==> config.mk <==
export PLATFORM = sky130hd
export DESIGN_NAME = keyed_block_transposition
export DESIGN_NICKNAME = d
export VERILOG_FILES = /design/src/rtl/core/kbt_pkg.sv /design/src/rtl/core/kbt_ram.sv /design/src/rtl/core/kbt_rank.sv /design/src/rtl/core/kbt_emit.sv /design/src/rtl/core/keyed_block_transposition.sv
export SDC_FILE = /design/constraint.sdc
export NUM_CORES = 1
export LEC_CHECK = 0
export BUFFER_PORTS_ARGS = -buffer_cell sky130_fd_sc_hd__buf_2
export CAP_MARGIN = 20
export CORE_MARGIN = 2
export CORE_UTILIZATION = 50
export DETAILED_ROUTE_END_ITERATION = 12
export PLACE_DENSITY = 0.75
export REMOVE_ABC_BUFFERS = 1
export SYNTH_ARGS = -nofsm -noshare
export SYNTH_HDL_FRONTEND = slang
export SYNTH_SLANG_ARGS = --single-unit
==> constraint.sdc <==
create_clock -name clk -period 14 [get_ports clk]
set_input_delay 2.1 -clock clk [delete_from_list [all_inputs] [get_ports clk]]
set_output_delay 2.1 -clock clk [all_outputs]
set_load 0.05 [all_outputs]
==> src/rtl/core/kbt_pkg.sv <==
// Shared constants, codes and types of the keyed block transposition.
// No dependencies; kbt_rank, kbt_emit and the top level refer to it by scoped names.
package kbt_pkg;

  localparam int unsigned MAX_KEY   = 16;
  localparam int unsigned IDX_W     = $clog2(MAX_KEY);
  localparam int unsigned CNT_W     = IDX_W + 1;
  localparam int unsigned LETTER_W  = 5;
  localparam int unsigned LETTERS_W = 40;
  localparam int unsigned CFG_AW    = 2;
  localparam int unsigned CFG_DW    = LETTERS_W;
  localparam int unsigned DATA_W    = 8;

  localparam logic [DATA_W-1:0] PAD_CHAR = 8'h26;

  localparam logic [CFG_AW-1:0] CFG_KEY_LEN    = 2'd0;
  localparam logic [CFG_AW-1:0] CFG_LETTERS_LO = 2'd1;
  localparam logic [CFG_AW-1:0] CFG_LETTERS_HI = 2'd2;
  localparam logic [CFG_AW-1:0] CFG_DIRECTION  = 2'd3;

  typedef enum logic [1:0] {
    ST_FILL,
    ST_RANK,
    ST_EMIT
  } state_t;

  typedef struct packed {
    logic              valid;
    logic              is_end;
    logic              pad;
    logic [DATA_W-1:0] data;
  } emit_item_t;

  typedef struct packed {
    logic dec;
    logic last_blk;
  } emit_ctl_t;

endpackage

==> src/rtl/core/kbt_ram.sv <==
// Generic simple dual-port RAM: one write port, one read port, registered read data.
// No dependencies.
module kbt_ram #(
  parameter int unsigned DW = 8,
  parameter int unsigned AW = 4
) (
  input  logic          clk,
  input  logic          we,
  input  logic [AW-1:0] waddr,
  input  logic [DW-1:0] wdata,
  input  logic          re,
  input  logic [AW-1:0] raddr,
  output logic [DW-1:0] rdata
);

  logic [DW-1:0] mem [1 << AW];

  always_ff @(posedge clk) begin
    if (we) begin
      mem[waddr] <= wdata;
    end
    if (re) begin
      rdata <= mem[raddr];
    end
  end

endmodule

==> src/rtl/core/kbt_rank.sv <==
// Column rank of one key position, zero based, over the active key length.
// Depends on kbt_pkg.
module kbt_rank (
  input  logic [2*kbt_pkg::LETTERS_W-1:0] letters,
  input  logic [kbt_pkg::CNT_W-1:0]       key_len,
  input  logic [kbt_pkg::IDX_W-1:0]       idx,
  output logic [kbt_pkg::IDX_W-1:0]       rank
);

  logic [kbt_pkg::LETTER_W-1:0] lj;
  logic [kbt_pkg::CNT_W-1:0]    acc;

  assign lj = letters[idx * kbt_pkg::LETTER_W +: kbt_pkg::LETTER_W];

  always_comb begin
    logic [kbt_pkg::LETTER_W-1:0] li;
    acc = '0;
    for (int i = 0; i < kbt_pkg::MAX_KEY; i++) begin
      li = letters[i * kbt_pkg::LETTER_W +: kbt_pkg::LETTER_W];
      if ((kbt_pkg::CNT_W'(i) < key_len) &&
          ((li < lj) || ((li == lj) && (kbt_pkg::IDX_W'(i) < idx)))) begin
        acc = acc + kbt_pkg::CNT_W'(1);
      end
    end
  end

  assign rank = acc[kbt_pkg::IDX_W-1:0];

endmodule

==> src/rtl/core/kbt_emit.sv <==
// Result stage: decrypt truncation, one-beat lookahead for the last mark, output register.
// Depends on kbt_pkg.
module kbt_emit (
  input  logic                        clk,
  input  logic                        rst_n,
  input  kbt_pkg::emit_item_t         item,
  input  kbt_pkg::emit_ctl_t          ctl,
  output logic                        adv,
  output logic                        out_tvalid,
  input  logic                        out_tready,
  output logic [kbt_pkg::DATA_W-1:0]  out_tdata,   // out_byte
  output logic                        out_tlast,   // last_out
  output logic                        out_tuser    // empty_end
);

  logic                       pad_seen_r, pad_seen_nxt;
  logic                       hold_v_r, hold_v_nxt;
  logic [kbt_pkg::DATA_W-1:0] hold_data_r, hold_data_nxt;
  logic                       out_valid_r, out_valid_nxt;
  logic [kbt_pkg::DATA_W-1:0] out_data_r, out_data_nxt;
  logic                       out_last_r, out_last_nxt;
  logic                       out_empty_r, out_empty_nxt;
  logic [kbt_pkg::DATA_W-1:0] item_data;
  logic                       step, is_pad, kept, load;

  assign adv       = !out_valid_r || out_tready;
  assign step      = item.valid && adv;
  assign item_data = item.pad ? kbt_pkg::PAD_CHAR : item.data;
  assign is_pad    = (item_data == kbt_pkg::PAD_CHAR);
  assign kept      = !ctl.dec || (!pad_seen_r && !is_pad);

  always_comb begin
    pad_seen_nxt  = pad_seen_r;
    hold_v_nxt    = hold_v_r;
    hold_data_nxt = hold_data_r;
    load          = 1'b0;
    out_data_nxt  = out_data_r;
    out_last_nxt  = out_last_r;
    out_empty_nxt = out_empty_r;
    if (step) begin
      if (!item.is_end) begin
        if (ctl.dec && !pad_seen_r && is_pad) begin
          pad_seen_nxt = 1'b1;
        end
        if (kept) begin
          if (hold_v_r) begin
            load          = 1'b1;
            out_data_nxt  = hold_data_r;
            out_last_nxt  = 1'b0;
            out_empty_nxt = 1'b0;
          end
          hold_v_nxt    = 1'b1;
          hold_data_nxt = item_data;
        end
      end else begin
        if (hold_v_r) begin
          load          = 1'b1;
          out_data_nxt  = hold_data_r;
          out_last_nxt  = ctl.last_blk;
          out_empty_nxt = 1'b0;
        end else if (ctl.last_blk) begin
          load          = 1'b1;
          out_data_nxt  = '0;
          out_last_nxt  = 1'b1;
          out_empty_nxt = 1'b1;
        end
        hold_v_nxt = 1'b0;
        if (ctl.last_blk) begin
          pad_seen_nxt = 1'b0;
        end
      end
    end
    if (load) begin
      out_valid_nxt = 1'b1;
    end else if (out_tready) begin
      out_valid_nxt = 1'b0;
    end else begin
      out_valid_nxt = out_valid_r;
    end
  end

  always_ff @(posedge clk) begin
    if (!rst_n) begin
      pad_seen_r  <= 1'b0;
      hold_v_r    <= 1'b0;
      out_valid_r <= 1'b0;
    end else begin
      pad_seen_r  <= pad_seen_nxt;
      hold_v_r    <= hold_v_nxt;
      out_valid_r <= out_valid_nxt;
    end
    hold_data_r <= hold_data_nxt;
    out_data_r  <= out_data_nxt;
    out_last_r  <= out_last_nxt;
    out_empty_r <= out_empty_nxt;
  end

  assign out_tvalid = out_valid_r;
  assign out_tdata  = out_data_r;
  assign out_tlast  = out_last_r;
  assign out_tuser  = out_empty_r;

endmodule

==> src/rtl/core/keyed_block_transposition.sv <==
// Top level of the keyed block transposition: config registers, sequencer, two RAMs.
// Depends on kbt_pkg, kbt_ram, kbt_rank and kbt_emit.
//
// Bytes are collected into a block RAM one per cycle until L bytes (L the key length,
// 1 to 16) are in or the last byte arrives. The block is then closed: the rank unit
// computes one column rank per cycle and writes the permutation table RAM; the block
// is then read out through the table and the block RAM at one position per cycle
// while the result side does not stall. No input is taken while a block is ranked
// and read out. Short final blocks are padded with '&' on read; in decrypt mode
// everything from the first '&' of the message is dropped, and a message left with no
// byte ends in one result with empty_end set. Key, length and direction must be
// written between messages; the block itself does not enforce it.
module keyed_block_transposition (
  input  logic                        clk,
  input  logic                        rst_n,
  input  logic                        in_tvalid,
  output logic                        in_tready,
  input  logic [kbt_pkg::DATA_W-1:0]  in_tdata,    // data_byte
  input  logic                        in_tlast,    // last_in
  output logic                        out_tvalid,
  input  logic                        out_tready,
  output logic [kbt_pkg::DATA_W-1:0]  out_tdata,   // out_byte
  output logic                        out_tlast,   // last_out
  output logic                        out_tuser,   // empty_end
  input  logic                        cfg_we,
  input  logic [kbt_pkg::CFG_AW-1:0]  cfg_addr,
  input  logic [kbt_pkg::CFG_DW-1:0]  cfg_wdata
);

  localparam int unsigned IW = kbt_pkg::IDX_W;
  localparam int unsigned CW = kbt_pkg::CNT_W;

  logic [kbt_pkg::LETTER_W-1:0]  key_len_r;
  logic [kbt_pkg::LETTERS_W-1:0] letters_lo_r;
  logic [kbt_pkg::LETTERS_W-1:0] letters_hi_r;
  logic                          dir_r;

  kbt_pkg::state_t state_r, state_nxt;
  logic [CW-1:0]   fill_r, fill_nxt;
  logic [CW-1:0]   cnt_r, cnt_nxt;
  logic            last_blk_r, last_blk_nxt;
  logic            v1_r, v1_nxt, end1_r, end1_nxt;
  logic            v2_r, v2_nxt, end2_r, end2_nxt, pad2_r, pad2_nxt;

  logic [CW-1:0]   len;
  logic [CW-1:0]   fill_inc;
  logic            in_acc, blk_done, rank_phase, emit_phase, adv, issue, issue_rd;
  logic            emit_exit, rank_last;
  logic [IW-1:0]   rank;
  logic [IW-1:0]   tab_rd;
  logic [kbt_pkg::DATA_W-1:0] buf_rd;
  logic            tab_we;
  logic [IW-1:0]   tab_waddr, tab_wdata;

  kbt_pkg::emit_item_t item;
  kbt_pkg::emit_ctl_t  ctl;

  always_ff @(posedge clk) begin
    if (!rst_n) begin
      key_len_r    <= kbt_pkg::LETTER_W'(1);
      letters_lo_r <= '0;
      letters_hi_r <= '0;
      dir_r        <= 1'b0;
    end else if (cfg_we) begin
      case (cfg_addr)
        kbt_pkg::CFG_KEY_LEN:    key_len_r    <= cfg_wdata[kbt_pkg::LETTER_W-1:0];
        kbt_pkg::CFG_LETTERS_LO: letters_lo_r <= cfg_wdata[kbt_pkg::LETTERS_W-1:0];
        kbt_pkg::CFG_LETTERS_HI: letters_hi_r <= cfg_wdata[kbt_pkg::LETTERS_W-1:0];
        kbt_pkg::CFG_DIRECTION:  dir_r        <= cfg_wdata[0];
        default: ;
      endcase
    end
  end

  always_comb begin
    if (key_len_r == '0) begin
      len = CW'(1);
    end else if (key_len_r > kbt_pkg::LETTER_W'(kbt_pkg::MAX_KEY)) begin
      len = CW'(kbt_pkg::MAX_KEY);
    end else begin
      len = key_len_r[CW-1:0];
    end
  end

  assign in_acc    = in_tvalid && in_tready;
  assign fill_inc  = fill_r[CW-1] ? fill_r : fill_r + CW'(1);
  assign blk_done  = in_acc && (in_tlast || (fill_inc >= len));
  assign rank_last = (cnt_r == len - CW'(1));
  assign issue     = (cnt_r <= len);
  assign issue_rd  = emit_phase && adv && (cnt_r < len);
  assign emit_exit = emit_phase && adv && v2_r && end2_r;

  always_comb begin
    state_nxt = state_r;
    case (state_r)
      kbt_pkg::ST_FILL: if (blk_done) state_nxt = kbt_pkg::ST_RANK;
      kbt_pkg::ST_RANK: if (rank_last) state_nxt = kbt_pkg::ST_EMIT;
      kbt_pkg::ST_EMIT: if (emit_exit) state_nxt = kbt_pkg::ST_FILL;
      default:          state_nxt = kbt_pkg::ST_FILL;
    endcase
  end

  always_comb begin
    in_tready  = 1'b0;
    rank_phase = 1'b0;
    emit_phase = 1'b0;
    case (state_r)
      kbt_pkg::ST_FILL: in_tready  = 1'b1;
      kbt_pkg::ST_RANK: rank_phase = 1'b1;
      kbt_pkg::ST_EMIT: emit_phase = 1'b1;
      default: ;
    endcase
  end

  always_comb begin
    fill_nxt     = fill_r;
    cnt_nxt      = cnt_r;
    last_blk_nxt = last_blk_r;
    v1_nxt       = v1_r;
    end1_nxt     = end1_r;
    v2_nxt       = v2_r;
    end2_nxt     = end2_r;
    pad2_nxt     = pad2_r;
    if (in_acc) begin
      fill_nxt = fill_inc;
      if (blk_done) begin
        last_blk_nxt = in_tlast;
        cnt_nxt      = '0;
      end
    end
    if (rank_phase) begin
      cnt_nxt = rank_last ? '0 : cnt_r + CW'(1);
    end
    if (emit_phase && adv) begin
      v1_nxt   = issue;
      end1_nxt = (cnt_r == len);
      if (issue) begin
        cnt_nxt = cnt_r + CW'(1);
      end
      v2_nxt   = v1_r;
      end2_nxt = end1_r;
      pad2_nxt = ({1'b0, tab_rd} >= fill_r);
    end
    if (emit_exit) begin
      fill_nxt = '0;
    end
  end

  always_ff @(posedge clk) begin
    if (!rst_n) begin
      state_r <= kbt_pkg::ST_FILL;
      fill_r  <= '0;
      cnt_r   <= '0;
      v1_r    <= 1'b0;
      v2_r    <= 1'b0;
    end else begin
      state_r <= state_nxt;
      fill_r  <= fill_nxt;
      cnt_r   <= cnt_nxt;
      v1_r    <= v1_nxt;
      v2_r    <= v2_nxt;
    end
    last_blk_r <= last_blk_nxt;
    end1_r     <= end1_nxt;
    end2_r     <= end2_nxt;
    pad2_r     <= pad2_nxt;
  end

  kbt_rank u_rank (
    .letters (({letters_hi_r, letters_lo_r})),
    .key_len (len),
    .idx     (cnt_r[IW-1:0]),
    .rank    (rank)
  );

  assign tab_we    = rank_phase;
  assign tab_waddr = dir_r ? cnt_r[IW-1:0] : rank;
  assign tab_wdata = dir_r ? rank : cnt_r[IW-1:0];

  kbt_ram #(.DW(IW), .AW(IW)) u_perm_tab (
    .clk   (clk),
    .we    (tab_we),
    .waddr (tab_waddr),
    .wdata (tab_wdata),
    .re    (issue_rd),
    .raddr (cnt_r[IW-1:0]),
    .rdata (tab_rd)
  );

  kbt_ram #(.DW(kbt_pkg::DATA_W), .AW(IW)) u_blk_buf (
    .clk   (clk),
    .we    (in_acc && !fill_r[CW-1]),
    .waddr (fill_r[IW-1:0]),
    .wdata (in_tdata),
    .re    (emit_phase && adv && v1_r && !end1_r),
    .raddr (tab_rd),
    .rdata (buf_rd)
  );

  assign item.valid  = emit_phase && v2_r;
  assign item.is_end = end2_r;
  assign item.pad    = pad2_r;
  assign item.data   = buf_rd;
  assign ctl.dec      = dir_r;
  assign ctl.last_blk = last_blk_r;

  kbt_emit u_emit (
    .clk        (clk),
    .rst_n      (rst_n),
    .item       (item),
    .ctl        (ctl),
    .adv        (adv),
    .out_tvalid (out_tvalid),
    .out_tready (out_tready),
    .out_tdata  (out_tdata),
    .out_tlast  (out_tlast),
    .out_tuser  (out_tuser)
  );

endmodule

==> impl_metrics.toml <==
[yosys]
syn_area_sq_mm = 0.0180
yosysTopAreaCellShare = 0.378
ys_seq_area_frac = 0.493
ys_ff_latch = 329
synthArstFlopShare = 0
synth_top_family_by_area = "simple AND/OR/NAND/NOR gates"
synth_cells = 1501
synthXorXnorAreaFrac = 0.0425
ys_warn_count = 0
synth-edff-count = 226
yosys.area_share.simple = 0.130
synth_ff_type = "edfxtp_1"
synth_compound_area_frac = 0.109
ys_types = 82
synth_area_per_cell_sq_um = 12.0
synth_area_leader_cell = "edfxtp_1"
synth.area.mux_share = 0.116
synth_fa_ha_area_frac = 0.0815
yosys-top-cells-area = "edfxtp_1, dfxtp_1, mux4_2"

[flow_run]
cap_violations = 0

[worst_setup_path]
cp-start-kind = "flip-flop"
timing_worst_setup_path_type = "flip-flop to flip-flop"
worstPathMaxFanout = 21
crit_path_max_incr_delay_ns = 0.59
end_kind = "flip-flop"
arrival_ns = 13.18
r2r_cells = 56
crit_top_cell = "ha_1"
worstPathBufferInverterCount = 5
crit_cells = 56
required_ns = 14.23
cp_slowest_cell = "dfxtp_4"
cp_top_family = "compound AO/OA/AOI/OAI gates"

[global_route]
grt_pass1_vias = 12300
grt_max_degree = 99
gr-total-overflow = 0
grt_first_pass_wirelength_mm = 67.7
antenna_found_initial = 0
grtUsageTotal = 0.228

[pwr]
p_leak_nw = 7.16
ir_worst_vdd_v = 0.000113
powerDensity_mw_per_mm2 = 132

[placed_design]
port_buffers = 67
dp_slack_ns = 0.631
gp_congestion = 0.879
hpwlAfterDp_mm = 29.8

[timing]
timing.max_slew.rel_slack = 0.308
hold_viol_final = 0
final.setup.tns_ns = 0
finalSetupViolCount = 0
rsz0062_at_grt = "true"
worst_slew_pin_slew_ns = 1.04
slew_violations = 0
clock_skew_ns = 0.0143
setup_slack_ns = 1.05
fmax_mhz = 77.2
timing.final.crit_period_ns = 12.95
period_share = 0.925
holdWs_ns = 0.452

[detailed_routing]
viasPerCell = 6.00
totalWireLength_mm = 43.0
wl_per_cell_um = 21.1
dr.first_iter.drc_count = 1001
drcViolationCount = 0
detail_route.first_pass.iterations = 5
ant_nets = 0
dr_total_vias = 12300

[die]
fp.dieArea_sq_mm = 0.0374
io_pins = 68
row_count = 69
die_w_um = 194
fp.dieH_um = 194
coreArea_sq_mm = 0.0355
start_util = 0.506

[min_path]
whs_path_depth = 0
hold_class = "flip-flop to flip-flop"

[cells_and_area]
final_cell_mix = "nand2_1, edfxtp_1, ha_1, dfxtp_1, a21boi_0"
areaGrowthSynthToFinish_pct = 11.1
drive_gt1_frac = 0.181
multi_input_area_sq_mm = 0.00867
nets = 1731
fillCellCount = 2809
seqCellArea_sq_mm = 0.00885
layout_commonest_cell = "nand2_1"
n_antenna_cell = 0

[clocking]
cts_buffer_depth = 3
cts_max_level = 2
clockRootBuffer = "clkbuf_16"
cts_tree = "built"
clock_latency_ns = 0.54
clkSlewWorstSetupHoldPaths_ns = 0.06
cts_sinks = 329
holdBufCountCts = 0
cts_buffers = 35

[run_status]
status = "complete, no violations"
==> final timing paths <==
kind | start | to | slack (ns)
worst min register to register | end1_r | end2_r | 0.45
worst max-delay path | cnt_r[0] | u_perm_tab.mem[1][1] | 1.05
worst max register to register | cnt_r[0] | u_perm_tab.mem[1][1] | 1.05
worst min-delay path | end1_r | end2_r | 0.45
==> where the power goes <==
| part | switching (mW) | total, mW | internal (mW) |
|---|---|---|---|
| registers | 0.0294 | 1.10 | 1.07 |
| logic | 0.353 | 0.635 | 0.283 |
| clock network | 0.388 | 0.902 | 0.515 |
==> cell families after synthesis <==
group                      after synthesis
buffers and inverters                  126
adders and majority gates              117
and+or+nand+nor                        489
xor gates and xnor gates                66
DFF                                    329
AOI/OAI and AO/OA                      272
muxes                                  102
==> layout make-up <==
cell class | count | area share
clock buffers | 41 | 0.0461
clock inverters | 21 | 0.0103
inverters | 53 | 0.00997
multi-input cells | 1046 | 0.434
flip-flops and latches | 329 | 0.444
well taps | 461 | 0.0289
repair buffers | 93 | 0.0266
==> worst reg2reg max path, delay by kind of cell (launching register included) <==
family / cells / cell delay (ns)
adder cells (fa/ha/maj): 8 / 2.35
AO/OA/AOI/OAI: 19 / 3.81
buffers and inverters: 5 / 0.75
flip-flops: 1 / 0.59
AND/OR/NAND/NOR: 11 / 1.91
XOR/XNOR: 9 / 1.85
multiplexers: 4 / 1.44
==> state kept, by name, summed over array words and instances, names as in the netlist, 2 cells and up <==
register            cells
u_blk_buf.mem         128
u_perm_tab.mem         64
letters_hi_r           40
letters_lo_r           40
u_blk_buf.rdata         8
u_emit.hold_data_r      8
u_emit.out_tdata        8
cnt_r                   5
fill_r                  5
key_len_r               5
u_perm_tab.rdata        4
state_r                 2
==> metrics by stage <==
step                std cells  utilization  total power [mW]  cell area (sq um)
floorplan                1428            -              1.58              17700
global placement         1980        0.529              1.73              18800
detailed placement       1982        0.529              1.74              18800
CTS                      2044        0.561              2.64              19900
global route             2044        0.562              2.75              20000
finish                   2044        0.562              2.64              20000
==> metal layers <==
metal,vias up,part of all wire,track usage
met3,80,0.060,0.0336
met5,-,0,0
met1,6060,0.41,0.291
met2,432,0.51,0.401
li1,5693,-,-
met4,0,0.024,0.0687
==> cells in the mapped netlist, types with 7 or more instances <==
| cell | n |
|---|---|
| a211oi_1 | 11 |
| a21boi_0 | 88 |
| a21o_1 | 13 |
| a21oi_1 | 40 |
| a31oi_1 | 7 |
| and2_1 | 18 |
| and3_1 | 7 |
| buf_1 | 9 |
| clkbuf_1 | 57 |
| dfxtp_1 | 103 |
| edfxtp_1 | 226 |
| ha_1 | 117 |
| inv_1 | 53 |
| mux2i_1 | 12 |
| mux4_2 | 85 |
| nand2_1 | 233 |
| nand2b_1 | 17 |
| nand3_1 | 21 |
| nand4_1 | 12 |
| nor2_1 | 76 |
| nor2b_1 | 31 |
| nor3_1 | 17 |
| nor3b_1 | 12 |
| o211ai_1 | 10 |
| o21a_1 | 16 |
| o21ai_0 | 25 |
| o22ai_1 | 11 |
| or2_2 | 11 |
| xnor2_1 | 37 |
| xor2_1 | 17 |
==> what timing repair did <==
action,CTS,global route
buffers inserted,0,0
endpoints found under the hold margin,0,0
endpoints found under the setup margin,0,80
gates resized for setup,0,9
(Power assumes the default switching activity.)
